## src/design/sdel_pkg.sv

```systemverilog
package sdel_pkg;

  localparam int CAPACITY = 64;
  localparam int IDX_W    = $clog2(CAPACITY);
  localparam int CNT_W    = $clog2(CAPACITY + 1);
  localparam int POS_W    = 7;
  localparam int CMP_W    = (CNT_W > POS_W) ? CNT_W : POS_W;

  localparam logic [1:0] CMD_SORTED = 2'd0;
  localparam logic [1:0] CMD_AT     = 2'd1;
  localparam logic [1:0] CMD_READ   = 2'd2;
  localparam logic [1:0] CMD_QUERY  = 2'd3;

  localparam logic [1:0] ST_OK   = 2'd0;
  localparam logic [1:0] ST_FULL = 2'd1;
  localparam logic [1:0] ST_BAD  = 2'd2;

  typedef struct packed {
    logic signed [31:0] value;
    logic [15:0]        item;
    logic [15:0]        stage;
    logic               flag;
  } entry_t;

  // broadcast to every cell of the chain
  typedef struct packed {
    logic             insert_en;
    logic [IDX_W-1:0] at;
    logic [CNT_W-1:0] count;
    entry_t           ent;
  } cell_bcast_t;

endpackage

```

## src/design/sdel_cell.sv

```systemverilog
module sdel_cell (
  input  logic                                clk,
  input  sdel_pkg::cell_bcast_t               bc,
  input  logic [sdel_pkg::IDX_W-1:0]          index,
  input  sdel_pkg::entry_t                    prev,
  output sdel_pkg::entry_t                    ent,
  output logic                                match
);

  // new entry lands here, cells above take their lower neighbor
  always_ff @(posedge clk) begin
    if (bc.insert_en) begin
      if (index == bc.at) begin
        ent <= bc.ent;
      end else if (index > bc.at) begin
        ent <= prev;
      end
    end
  end

  // membership compare on value and both tags; flag ignored
  assign match = (sdel_pkg::CNT_W'(index) < bc.count) &&
                 (ent.value == bc.ent.value) &&
                 (ent.item == bc.ent.item) &&
                 (ent.stage == bc.ent.stage);

endmodule

```

## config.mk

```make
export PLATFORM = sky130hd
export DESIGN_NAME = sdel_cell
export DESIGN_NICKNAME = d
export VERILOG_FILES = /design/src/design/sdel_pkg.sv /design/src/design/sdel_cell.sv
export SDC_FILE = /design/constraint.sdc
export NUM_CORES = 1
export LEC_CHECK = 0
export BUFFER_PORTS_ARGS = -buffer_cell sky130_fd_sc_hd__buf_2
export CAP_MARGIN = 20
export CORE_AREA = 4 4 96 98
export CTS_BUF_LIST = sky130_fd_sc_hd__clkbuf_8
export CTS_CLUSTER_DIAMETER = 200
export DETAILED_ROUTE_END_ITERATION = 8
export DIE_AREA = 0 0 100 102
export PLACE_DENSITY = 0.84
export SYNTH_ARGS = -nofsm -noshare
export SYNTH_HDL_FRONTEND = slang
export SYNTH_SLANG_ARGS = --single-unit
```

## constraint.sdc

```tcl
create_clock -name clk -period 5.44 [get_ports clk]
set_input_delay 0.272 -clock clk [delete_from_list [all_inputs] [get_ports clk]]
set_output_delay 0.272 -clock clk [all_outputs]
set_load 0.01 [all_outputs]
```

## Word-level counts from Yosys, hierarchy flattened

Cells that the tools add are included.

| storage, ports and cells | value |
|---|---|
| latch bits | 0 |
| memories | 0 |
| input bits | 151 |
| memory bits (read-only) | 0 |
| RAM bits | 0 |
| logic and storage cells | 17 |
| output and inout port bits | 66 |
| flip-flop bits (word level) | 65 |

| operators by class | value |
|---|---|
| reduce and logical (&&, ||, !) cells | 5 |
| divide/modulo/power cells | 0 |
| add/subtract/negate cells | 0 |
| mux-type cells | 2 |
| magnitude comparators | 2 |
| shifts and indexed selects | 0 |
| multipliers | 0 |
| bitwise operators | 0 |
| eq/ne operators | 4 |

Operator list:

| operator | count |
|---|---|
| $mux W65 | 2 |
| $eq A16 B16 Y1 | 2 |
| $eq A32 B32 Y1 | 1 |
| $lt A6 B7 Y1 | 1 |
| $eq A6 B6 Y1 | 1 |
| $gt A6 B6 Y1 | 1 |
| $logic_and A1 B1 Y1 | 3 |
| $reduce_and A2 Y1 | 1 |
| $reduce_bool A2 Y1 | 1 |

## Longest topological paths before layout

| depth | value |
|---|---|
| word-level depth | 4 |
| depth in mapped cells | 7 |
| mapped depth without buffers | 7 |

## Least setup slack after synthesis

Ideal clock, no wire load.

| path | value |
|---|---|
| kind | input port to flip-flop |
| start point | in index[0] (netlist bit) |
| end point | reg ent[0] (netlist bit) (enable) |
| buffers on the path | 0 |
| path slack | 1.008 ns |
| library setup time | 0.505 ns |
| stages | 7 |
| data required time | 4.935 ns |
| arrival | 3.928 ns |
| cell sequence | inv_1 -> ha_1 -> nand2b_1 -> a21oi_1 -> nor2_1 -> nor2_1 -> a21boi_1 |

| between the ends | value |
|---|---|
| cells in the longest elaborated chain, start to end | 3 |
| elaborated cells between the ends (all ways) | 4 |
| classes of those cells | order compare: 1; eq/ne: 1; reduce/logical: 2 |

RTL lines:

| item | RTL line | source |
|---|---|---|
| start: declaration | sdel_cell.sv:4 | `input logic [sdel_pkg::IDX_W-1:0] index,` |
| $gt A6 B6 Y1 or $eq A6 B6 Y1 (tied branches) | sdel_cell.sv:15, sdel_cell.sv:13 |  |
| $reduce_bool A2 Y1 (no source line) * | -- |  |
| $reduce_and A2 Y1 (no source line) * | -- |  |
| end signal: assignment | sdel_cell.sv:14 | `ent <= bc.ent;` |
| end signal: assignment | sdel_cell.sv:16 | `ent <= prev;` |
| end: declaration | sdel_cell.sv:6 | `output sdel_pkg::entry_t ent,` |

Every way passes the cells marked *; elsewhere a longest branch is shown, timed or not.
A chain may end at the register's enable or synchronous reset.

## Final worst setup path

| path | value |
|---|---|
| start point | reg ent[10] (netlist bit) |
| end point | out match |

| between the ends | value |
|---|---|
| cells in the longest elaborated chain, start to end | 2 |

RTL lines:

| item | RTL line | source |
|---|---|---|
| $eq A16 B16 Y1 | sdel_cell.sv:25 | `(ent.stage == bc.ent.stage);` |
| $logic_and A1 B1 Y1 | sdel_cell.sv:24 | `(ent.item == bc.ent.item) &&` |
| end: declaration | sdel_cell.sv:7 | `output logic match` |

No other way between the ends.

==> impl_metrics.env <==
export IMPL_dieArea_um2=10200
export IMPL_grt_pass1_wl_um=15720
export IMPL_numCtsBuffers=9
export IMPL_power_leakage_nw=2.305
export IMPL_period_share=0.4702
export IMPL_dr_total_vias=3158
export IMPL_layout_nets=669
export IMPL_synth_seq_cells=65
export IMPL_overflow=0
export IMPL_synth_top_area_frac=0.5128
export IMPL_rsz0062_at_grt="no"
export IMPL_drt_pass1_iterations=4
export IMPL_clkTransAtPathRegs_ps=80
export IMPL_largest_reg_flops=65
export IMPL_cts_sinks=65
export IMPL_yosys_cell_types_count=36
export IMPL_largest_register="ent"
export IMPL_synth_top_cell_by_area="edfxtp_1"
export IMPL_cts_tree="built"
export IMPL_drc_errors=0
export IMPL_grtUsageTotal=0.1988
export IMPL_clock_path_buffers=2
export IMPL_cts_hold_buf=0
export IMPL_fin_setup_tns_ps=0
export IMPL_relSlewSlack=0.3465
export IMPL_use_met2=0.3592
export IMPL_p_clk_frac=0.325
export IMPL_avgViaCountPerCell=5.094
export IMPL_ant_nets=0
export IMPL_final_area_um2=5221
export IMPL_path_class="reg -> out"
export IMPL_status="finished clean"
export IMPL_min_path_type="in -> reg"
export IMPL_worstPathArrival_ps=2290
export IMPL_powerDensity_nw_per_um2=261.9
export IMPL_num_rows=34
export IMPL_grtUsageMet1=0.2329
export IMPL_crit_required_ps=5170
export IMPL_drt_wirelength_per_cell_um=16.79
export IMPL_max_freq_mhz=391.0
export IMPL_ioPinCount=217
export IMPL_startpoint="ent[10]$_DFFE_PP_"
export IMPL_grt_pass1_vias=3271
export IMPL_maxCapViolations=0
export IMPL_hp_start="prev[28]"
export IMPL_switching_share=0.2657
export IMPL_gp_congestion=0.9318
export IMPL_setup_ws_ps=2882
export IMPL_htreeDepth=3
export IMPL_layout_drive_gt1_share=0.4668
export IMPL_ctsResizeCount=0
export IMPL_fin_crit_ps=2558
export IMPL_synthToLayoutAreaGrowth_pct=37.18
export IMPL_syn_nets=447
export IMPL_clock_root_buffer="clkbuf_8"
export IMPL_p_comb_frac=0.202
export IMPL_hold_viol=0
export IMPL_grt_max_degree=38
export IMPL_grtUsageMet3=0.06280
export IMPL_start_util=0.4496
export IMPL_post_dp_hpwl_um=8618
export IMPL_share_seq_of_total_power=0.473
export IMPL_tightestPinTransition_ps=977.7
export IMPL_ir_worst_vdd_uv=165.5
export IMPL_postCtsSetupBuffers=0
export IMPL_dp_slack_ps=2633
export IMPL_die_w_um=100
export IMPL_p_int_mw=1.004
export IMPL_n_fill_cell=726
export IMPL_port_buffers=216
export IMPL_reg_largest_list="ent x65"
export IMPL_drt_iter0_drc=67
export IMPL_ys_seq_area_frac=0.5128
export IMPL_busiest_layer="met2"
export IMPL_die_y_um=102
export IMPL_drv_slew=0
export IMPL_antenna_found_initial=0
export IMPL_fin_util=0.6168
export IMPL_synthTopCellsByArea="edfxtp_1 (51%), mux2_1 (19%), xnor2_1 (5.8%)"
export IMPL_startpoint_type="flop"
export IMPL_place_area_um2=5011
export IMPL_holdWs_ps=215.2
export IMPL_syn_avg_cell_area_um2=13.35
export IMPL_coreArea_um2=8466
export IMPL_power_switching_uw=363.2
export IMPL_diodes=0
export IMPL_wirelength_um=10410
export IMPL_worst_setup_path_end_kind="primary output"
export IMPL_synthCells=285
export IMPL_synth_warning_count=0
export IMPL_syn_cell_area_um2=3806
export IMPL_crit_fanout=3
export IMPL_finalSetupViolCount=0
-- worst max-delay path, cell delays in order (launching register included) --
cell,delay (ps)
edfxtp_1,400
nand2b_1,110
o2111ai_1,150
a2111oi_0,650
o311ai_1,230
nor4_2,250
buf_2,180
-- power groups by stage --
stage / logic [mW] / registers (mW) / clock network, mW
4_1_cts: 0.281 / 0.647 / 0.454
3_5_place_dp: 0.279 / 0.658 / 0
5_1_grt: 0.303 / 0.653 / 0.479
3_3_place_gp: 0.272 / 0.655 / 0
6_report: 0.276 / 0.647 / 0.444
2_1_floorplan: 0.109 / 0.683 / 0
-- cells by family after synthesis --
family / after synthesis / synth area share
mux: 65 / 0.1923
flops: 65 / 0.5128
xor+xnor: 43 / 0.1009
buf+inv: 39 / 0.04339
simple gates: 33 / 0.05391
compound gates: 29 / 0.06048
fa+ha+maj: 11 / 0.03616
-- final timing paths --
kind	to	slack (ps)	cells after the start
max	match	2880	6
min	ent[28]$_DFFE_PP_	220	2
-- layer usage --
layer  share of wire  vias up
met5               0        -
met1            0.38     1491
li1                -     1517
met3           0.098        5
met2            0.52      145
met4          0.0044        0
-- layout make-up --
cell class / count / area, µm² / share of cell area
clock inverter: 7 / 86.33 / 0.01653
tap: 108 / 135.1 / 0.02588
multi-input combinational: 181 / 1708 / 0.3271
timing repair buffer: 218 / 1096 / 0.2099
inverter: 32 / 120.1 / 0.02300
sequential: 65 / 1952 / 0.3738
clock buffer: 9 / 123.9 / 0.02372
-- per-stage QoR --
stage,instances,power [mW]
2_1_floorplan,285,0.7915
3_3_place_gp,604,0.9272
3_5_place_dp,604,0.9372
4_1_cts,620,1.382
5_1_grt,620,1.435
6_report,620,1.367
-- placed cells by master (no fill, tap or decap), types with 3 or more instances in the layout --
cell and instances:
buf_2 216, mux2_1 65, edfxtp_1 65, inv_1 29
xnor2_1 25, xor2_1 17, ha_1 11, clkbuf_8 9
nand4_1 8, nor4_1 8, nand2b_1 5, a21oi_1 5
o2bb2ai_1 5, clkinv_1 4, o22ai_1 4, nor2b_1 3
nor2_1 3
-- Yosys cell counts --
cell type and count:
a2111oi_0 1, a2111oi_2 1, a21boi_1 1, a21o_1 1, a21oi_1 5, a222oi_1 1, a22o_1 2, a22oi_1 2
and4b_1 1, buf_2 3, buf_4 4, clkinv_1 3, edfxtp_1 65, ha_1 11, inv_1 28, inv_2 1
mux2_1 65, nand2_1 1, nand2b_1 5, nand3_1 1, nand4_1 8, nand4b_1 1, nor2_1 4, nor2b_1 3
nor4_1 8, nor4_2 1, o2111ai_1 2, o21ai_0 1, o221ai_1 1, o221ai_2 1, o22ai_1 4, o2bb2ai_1 5
o311ai_1 1, xnor2_1 25, xnor2_2 1, xor2_1 17
No activity file was read; power rests on OpenSTA's default activity.
