## src/design/sdel_pkg.sv

```systemverilog
package sdel_pkg;

  localparam int CAPACITY = 64;
  localparam int IDX_W    = $clog2(CAPACITY);
  localparam int CNT_W    = $clog2(CAPACITY + 1);
  localparam int POS_W    = 7;
  localparam int CMP_W    = (CNT_W > POS_W) ? CNT_W : POS_W;

  localparam logic [1:0] CMD_SORTED = 2'd0;
  localparam logic [1:0] CMD_AT     = 2'd1;
  localparam logic [1:0] CMD_READ   = 2'd2;
  localparam logic [1:0] CMD_QUERY  = 2'd3;

  localparam logic [1:0] ST_OK   = 2'd0;
  localparam logic [1:0] ST_FULL = 2'd1;
  localparam logic [1:0] ST_BAD  = 2'd2;

  typedef struct packed {
    logic signed [31:0] value;
    logic [15:0]        item;
    logic [15:0]        stage;
    logic               flag;
  } entry_t;

  // broadcast to every cell of the chain
  typedef struct packed {
    logic             insert_en;
    logic [IDX_W-1:0] at;
    logic [CNT_W-1:0] count;
    entry_t           ent;
  } cell_bcast_t;

endpackage

```

## src/design/sdel_search.sv

```systemverilog
module sdel_search (
  input  logic                              clk,
  input  logic                              rst,
  input  logic                              init,
  input  logic                              step,
  input  logic [sdel_pkg::POS_W-1:0]        pos,
  input  logic [sdel_pkg::CNT_W-1:0]        count,
  input  logic signed [31:0]                value,
  input  logic signed [31:0]                key_at_mid,
  output logic [sdel_pkg::IDX_W-1:0]        mid,
  output logic [sdel_pkg::CNT_W-1:0]        lo_out,
  output logic                              done
);

  logic [sdel_pkg::CNT_W-1:0] lo;
  logic [sdel_pkg::CNT_W-1:0] hi;
  logic [sdel_pkg::CNT_W:0]   sum;
  logic [sdel_pkg::CNT_W-1:0] mid_full;
  logic [sdel_pkg::CMP_W-1:0] pos_ext;
  logic [sdel_pkg::CMP_W-1:0] cnt_ext;
  logic                       use_pos;

  assign sum      = {1'b0, lo} + {1'b0, hi};
  assign mid_full = sum[sdel_pkg::CNT_W:1];
  assign mid      = mid_full[sdel_pkg::IDX_W-1:0];
  assign done     = (lo >= hi);
  assign lo_out   = lo;

  assign pos_ext = sdel_pkg::CMP_W'(pos);
  assign cnt_ext = sdel_pkg::CMP_W'(count);
  // start position honored only strictly inside the list
  assign use_pos = (pos_ext != '0) && (pos_ext < cnt_ext);

  always_ff @(posedge clk) begin
    if (rst) begin
      lo <= '0;
      hi <= '0;
    end else if (init) begin
      lo <= use_pos ? sdel_pkg::CNT_W'(pos) : '0;
      hi <= count;
    end else if (step) begin
      if (value > key_at_mid) begin
        hi <= mid_full;
      end else begin
        lo <= mid_full + 1'b1;
      end
    end
  end

endmodule

```

## config.mk

```make
export PLATFORM = sky130hd
export DESIGN_NAME = sdel_search
export DESIGN_NICKNAME = d
export VERILOG_FILES = /design/src/design/sdel_pkg.sv /design/src/design/sdel_search.sv
export SDC_FILE = /design/constraint.sdc
export NUM_CORES = 1
export LEC_CHECK = 0
export ABC_AREA = 1
export BUFFER_PORTS_ARGS = -buffer_cell sky130_fd_sc_hd__buf_2
export CORE_MARGIN = 2
export CORE_UTILIZATION = 50
export CTS_CLUSTER_DIAMETER = 50
export DETAILED_ROUTE_END_ITERATION = 6
export GPL_TIMING_DRIVEN = 0
export PLACE_DENSITY = 0.82
export SYNTH_ARGS = -nofsm -noshare
export SYNTH_HDL_FRONTEND = slang
export SYNTH_SLANG_ARGS = --single-unit
```

## constraint.sdc

```tcl
create_clock -name clk -period 2.7 [get_ports clk]
set_clock_uncertainty 0.05 [all_clocks]
set_input_delay 0.675 -clock clk [delete_from_list [all_inputs] [get_ports clk]]
set_output_delay 0.675 -clock clk [all_outputs]
set_load 0.05 [all_outputs]
```

== Yosys cells after proc, flatten, opt, wreduce, memory -nomap -nowiden ==
Index checks and enable logic that the tools add are counted.
Storage, ports and cells
  input port bits: 82
  register bits: 14
  word-level logic and storage cells: 21
  output and inout port bits: 14
Operators by class
  magnitude comparators: 3
  reduce and logical (&&, ||, !) cells: 6
  add/sub/neg operators: 2
  muxes and demuxes: 7
  equality and inequality tests: 1
Operators by type and width (count)
  two-way mux 7 bit: 7
  greater-than comparator 32 bit: 1
  adder 7 x 7 -> 8 bit: 1
  adder 7 x 1 -> 7 bit (second input constant): 1
  >= comparator 7 bit: 1
  less-than comparator 7 bit: 1
  nonzero test 7 bit: 1
  AND reduction 2 bit: 2
  nonzero test 2 bit: 2
  != test 2 bit (second input constant): 1
  logical AND 1 bit: 1

== Logic depth before layout (Yosys ltp) ==
  depth after elaboration: 5
  gate-level depth with buffers: 21
  gate-level depth less buffers: 20

== Worst setup path after synthesis ==
OpenSTA, ideal clock, no wires.
  path kind: flip-flop to flip-flop
  start point: reg lo, in the netlist lo_out[0]
  end point: reg lo, in the netlist lo_out[6]
  stages on the path, launching flop included: 15
  arrival: 3268 ps
  buffers on the path: 0
  required time: 2538 ps
  path slack: -730 ps
  cells stage by stage: dfxtp_1 -> ha_1 -> inv_1 -> fa_1 -> xor2_1 -> ha_1 -> inv_1 -> nor2_1 -> nand2_2 -> inv_2 -> nand3_1 -> nand3_1 -> nand2_1 -> nor2_1 -> nor2_1
Between the ends
  cells in the longest elaborated chain, start to end: 5
Ends and longest elaborated chain
  start: declaration: RTL line sdel_search.sv:15  | logic [sdel_pkg::CNT_W-1:0] lo;
  start signal: assignment: RTL line sdel_search.sv:39  | lo <= use_pos ? sdel_pkg::CNT_W'(pos) : '0;
  start signal: assignment: RTL line sdel_search.sv:45  | lo <= mid_full + 1'b1;
  adder 7 x 7 -> 8 bit: RTL line sdel_search.sv:23  | assign sum = {1'b0, lo} + {1'b0, hi};
  named net mid (one bit): RTL line sdel_search.sv:10  | output logic [sdel_pkg::IDX_W-1:0] mid,
  adder 7 x 1 -> 7 bit: RTL line sdel_search.sv:45
  two-way mux 7 bit: RTL line sdel_search.sv:42  | if (value > key_at_mid) begin
  two-way mux 7 bit: RTL line sdel_search.sv:41  | end else if (step) begin
  two-way mux 7 bit: RTL line sdel_search.sv:38  | end else if (init) begin
The timed path passes the listed nets, and every way through them passes these cells. The select of a mux whose other input is x is not followed.
A chain may end at the register's enable or synchronous reset.

== Worst setup path after layout ==
  start point: reg hi[0] (netlist name)
  end point: out done
Between the ends
  cells in the longest elaborated chain, start to end: 1
Ends and longest elaborated chain
  start: declaration: RTL line sdel_search.sv:16  | logic [sdel_pkg::CNT_W-1:0] hi;
  start signal: assignment: RTL line sdel_search.sv:40  | hi <= count;
  start signal: assignment: RTL line sdel_search.sv:43  | hi <= mid_full;
  >= comparator 7 bit: RTL line sdel_search.sv:26  | assign done = (lo >= hi);
  end: declaration: RTL line sdel_search.sv:12  | output logic done
No other way between the ends.

==> key figures <==
Drt
  • Via count: 2651
  • # DRC: 0
  • First DRT Iteration DRCs: 127
  • Routed len/inst: 11.1 um
  • Vias/cell: 4.93
  • Detail Route Antenna Nets: 0
  • Drt pass-1 iters: 4
  • Final WL: 5.99 mm

Floorplan
  • Rows: 24
  • Die Wd: 72.7 um
  • Die area: 5290 um^2
  • Initial cell density of the core: 0.531
  • Number of I/O pins: 96
  • Die height: 72.7 um
  • Core Footprint: 4440 um^2

Placement
  • Place WS: -66.1 ps
  • Placed Area: 2940 um^2
  • HPWL Detailed: 5.06 mm
  • Gp weighted congestion: 0.923
  • Placed insts: 526
  • IO buf count: 95

Final layout
  • Non-Filler Instances: 538
  • Post-layout nets: 623
  • Layout cell share with drive strength beyond 1: 0.319
  • Filler cells: 363
  • Synthesis-to-finish area growth: 35.2%
  • Finished Cell Area: 3190 um^2
  • Multi-input gate area: 1880 um^2
  • Antenna cells: 0
  • Register area: 292 um^2

Logic synthesis
  • Xor/xnor cell area share of the yosys netlist: 0.0143
  • Ys async rst share: 0
  • Most common cell in the netlist: nand2_1
  • Netlist Area Pre-Place: 2360 um^2
  • Post-synth EDFFs: 0
  • Post-Synth Adder-Cell Area: 0.290
  • Count of different cell masters after synthesis: 33
  • Cell taking the most area after synthesis: ha_1
  • Yosys top cell area share: 0.281
  • Synth Area in Compound Gates: 0.128
  • Simple-Gate Fraction of Synth Area: 0.309
  • Top post-synthesis cells by count: nand2_1, inv_1, ha_1, nor2_1, a21oi_1
  • Post-synthesis mux area share: 0
  • Ys Warns: 0
  • Yosys reg bits: 14
  • Sequential-to-total area share from yosys stat: 0.119
  • Synth Flop Type: dfxtp_1
  • Largest cells by area after synthesis: ha_1, nand2_1, inv_1
  • Synth Instances: 379
  • Syn Area/Cell: 6.23 um^2
  • Synth Net Count: 515
  • Largest family of logic cells by synthesized area: simple AND/OR/NAND/NOR gates

Setup path
  • Crit start category: register
  • Crit path capture type: primary output
  • Worst EP required: 1980 ps
  • CP arrival: 1930 ps
  • Highest net fanout along the worst path: 2
  • CP Class: reg -> out
  • Worst r2r src: hi[0]$_SDFFE_PP0P_
  • CP startpoint: hi[0]$_SDFFE_PP0P_

CTS
  • Reg clk slew, reported paths: 60 ps
  • Clock Tree Buf Depth: 2
  • Clock Tree Root: clkbuf_8
  • Num Clock Sinks: 14
  • CTS Hold Buffers Added: 0
  • Total CTS buffers: 3
  • Clk_lat worst skew: 250 ps
  • H-tree levels: 1
  • TritonCTS clock tree: yes

Min path
  • Hold Crit Start: hi[3]$_SDFFE_PP0P_
  • Hold WC Path Type: reg -> reg

Timing
  • Max-slew violations: 0
  • Final hold violation count: 0
  • Slew @ Worst Pin: 761 ps
  • Final setup vio count: 0
  • Post-layout min period: 2660 ps
  • Tcrit/Tclk final: 0.984
  • Final WS setup: 42.9 ps
  • F_max: 376 MHz
  • Fin Setup TNS: 0 ps
  • Slew headroom: 0.486

Run status
  • Outcome: finished clean

GRT
  • Largest net degree at the start of global routing: 11
  • Initial antenna violation count: 0
  • Vias in the first global route: 2511
  • GRT met1 Usage: 0.288
  • Met3 global-route usage: 0.0110
  • Gr busiest metal: met2
  • Congestion Overflow GR: 0
  • First-pass GRT wire length: 9.93 mm
  • GR Util All Layers: 0.228
  • Met2 Use GR: 0.426

Pwr
  • Worst vdd ir: 0.000219 V
  • Pwr Density: 414 nW/um^2
  • Leak: 1.90 nW

Job
  • Max Cap Viol: 0
==> timing repair <==
action,in CTS,in global routing
pin swaps,4,11
gates resized for setup,14,24
hold endpoints to repair,0,0
buffers inserted,6,2
endpoints found under the setup margin,5,6
==> layout by cell type, fill, tap and decap left out, drive strengths merged <==
cell	Yosys	routed
buf	3	106
nand2	88	88
inv	80	80
ha	53	53
nor2	43	43
a21oi	33	33
nand3	23	23
dfxtp	14	14
o21ai	12	12
nand4	9	9
clkbuf	1	5
o21a	3	3
xor2	3	3
o31ai	2	2
nor3	2	2
clkinv	2	2
nand3b	1	1
o21bai	1	1
a21o	1	1
or2	1	1
o311ai	1	1
o211ai	1	1
nor4	1	1
fa	1	1
==> path summary, 6_finish.rpt <==
path,end,slack [ps],cells after the start
worst max register to register,lo_out[6]$_SDFFE_PP0P_,260,15
worst min register to register,hi[3]$_SDFFE_PP0P_,460,2
worst max-delay path,done,40,9
worst min-delay path,hi[3]$_SDFFE_PP0P_,460,2
==> layout make-up <==
type,instances,area share
multi-input combinational,279,0.590
tap,52,0.0204
buffer,4,0.00745
sequential,14,0.0914
inverter,82,0.0965
clock buffer,4,0.0173
timing repair buffer,103,0.177
==> critical path, stage by stage (launching register included) <==
cell	delay (ps)
dfxtp_4	360
buf_6	120
ha_4	250
o21ai_2	50
a21oi_2	130
nor2_1	60
o21bai_1	180
a21oi_2	100
o31ai_4	240
buf_6	180
==> kinds of logic after synthesis <==
logic type | count (synthesis)
adder cells (fa/ha/maj) | 54
flip-flops | 14
AO/OA/AOI/OAI | 54
buffers and inverters | 86
XOR/XNOR | 3
AND/OR/NAND/NOR | 168
==> metrics by stage <==
step / hold WS, ps / total power [mW] / util
final: 460 / 1.32 / 0.718
after global routing: 476 / 1.42 / 0.718
after CTS: 463 / 1.26 / 0.697
after detailed placement: 452 / 1.00 / 0.661
after global placement: 440 / 0.984 / 0.661
after floorplan: 416 / 0.804 / -
==> power by group <==
group          leakage (nW)  internal (mW)  total, mW  switching (mW)
sequential            0.118          0.234      0.262          0.0280
clock                0.0288          0.129      0.206          0.0763
combinational          1.75          0.321      0.855           0.534
total                  1.90          0.684       1.32           0.638
==> routing by layer <==
| metal | vias up | wire (um) |
|---|---|---|
| met2 | 62 | 2890 |
| met5 | - | 0 |
| met1 | 1158 | 2810 |
| li1 | 1422 | - |
| met4 | 0 | 77 |
| met3 | 9 | 204 |
==> registers in the layout (all words and copies together), names as in the netlist <==
signal  cells
hi          7
lo_out      7
Power figures use the tool's default switching activity.
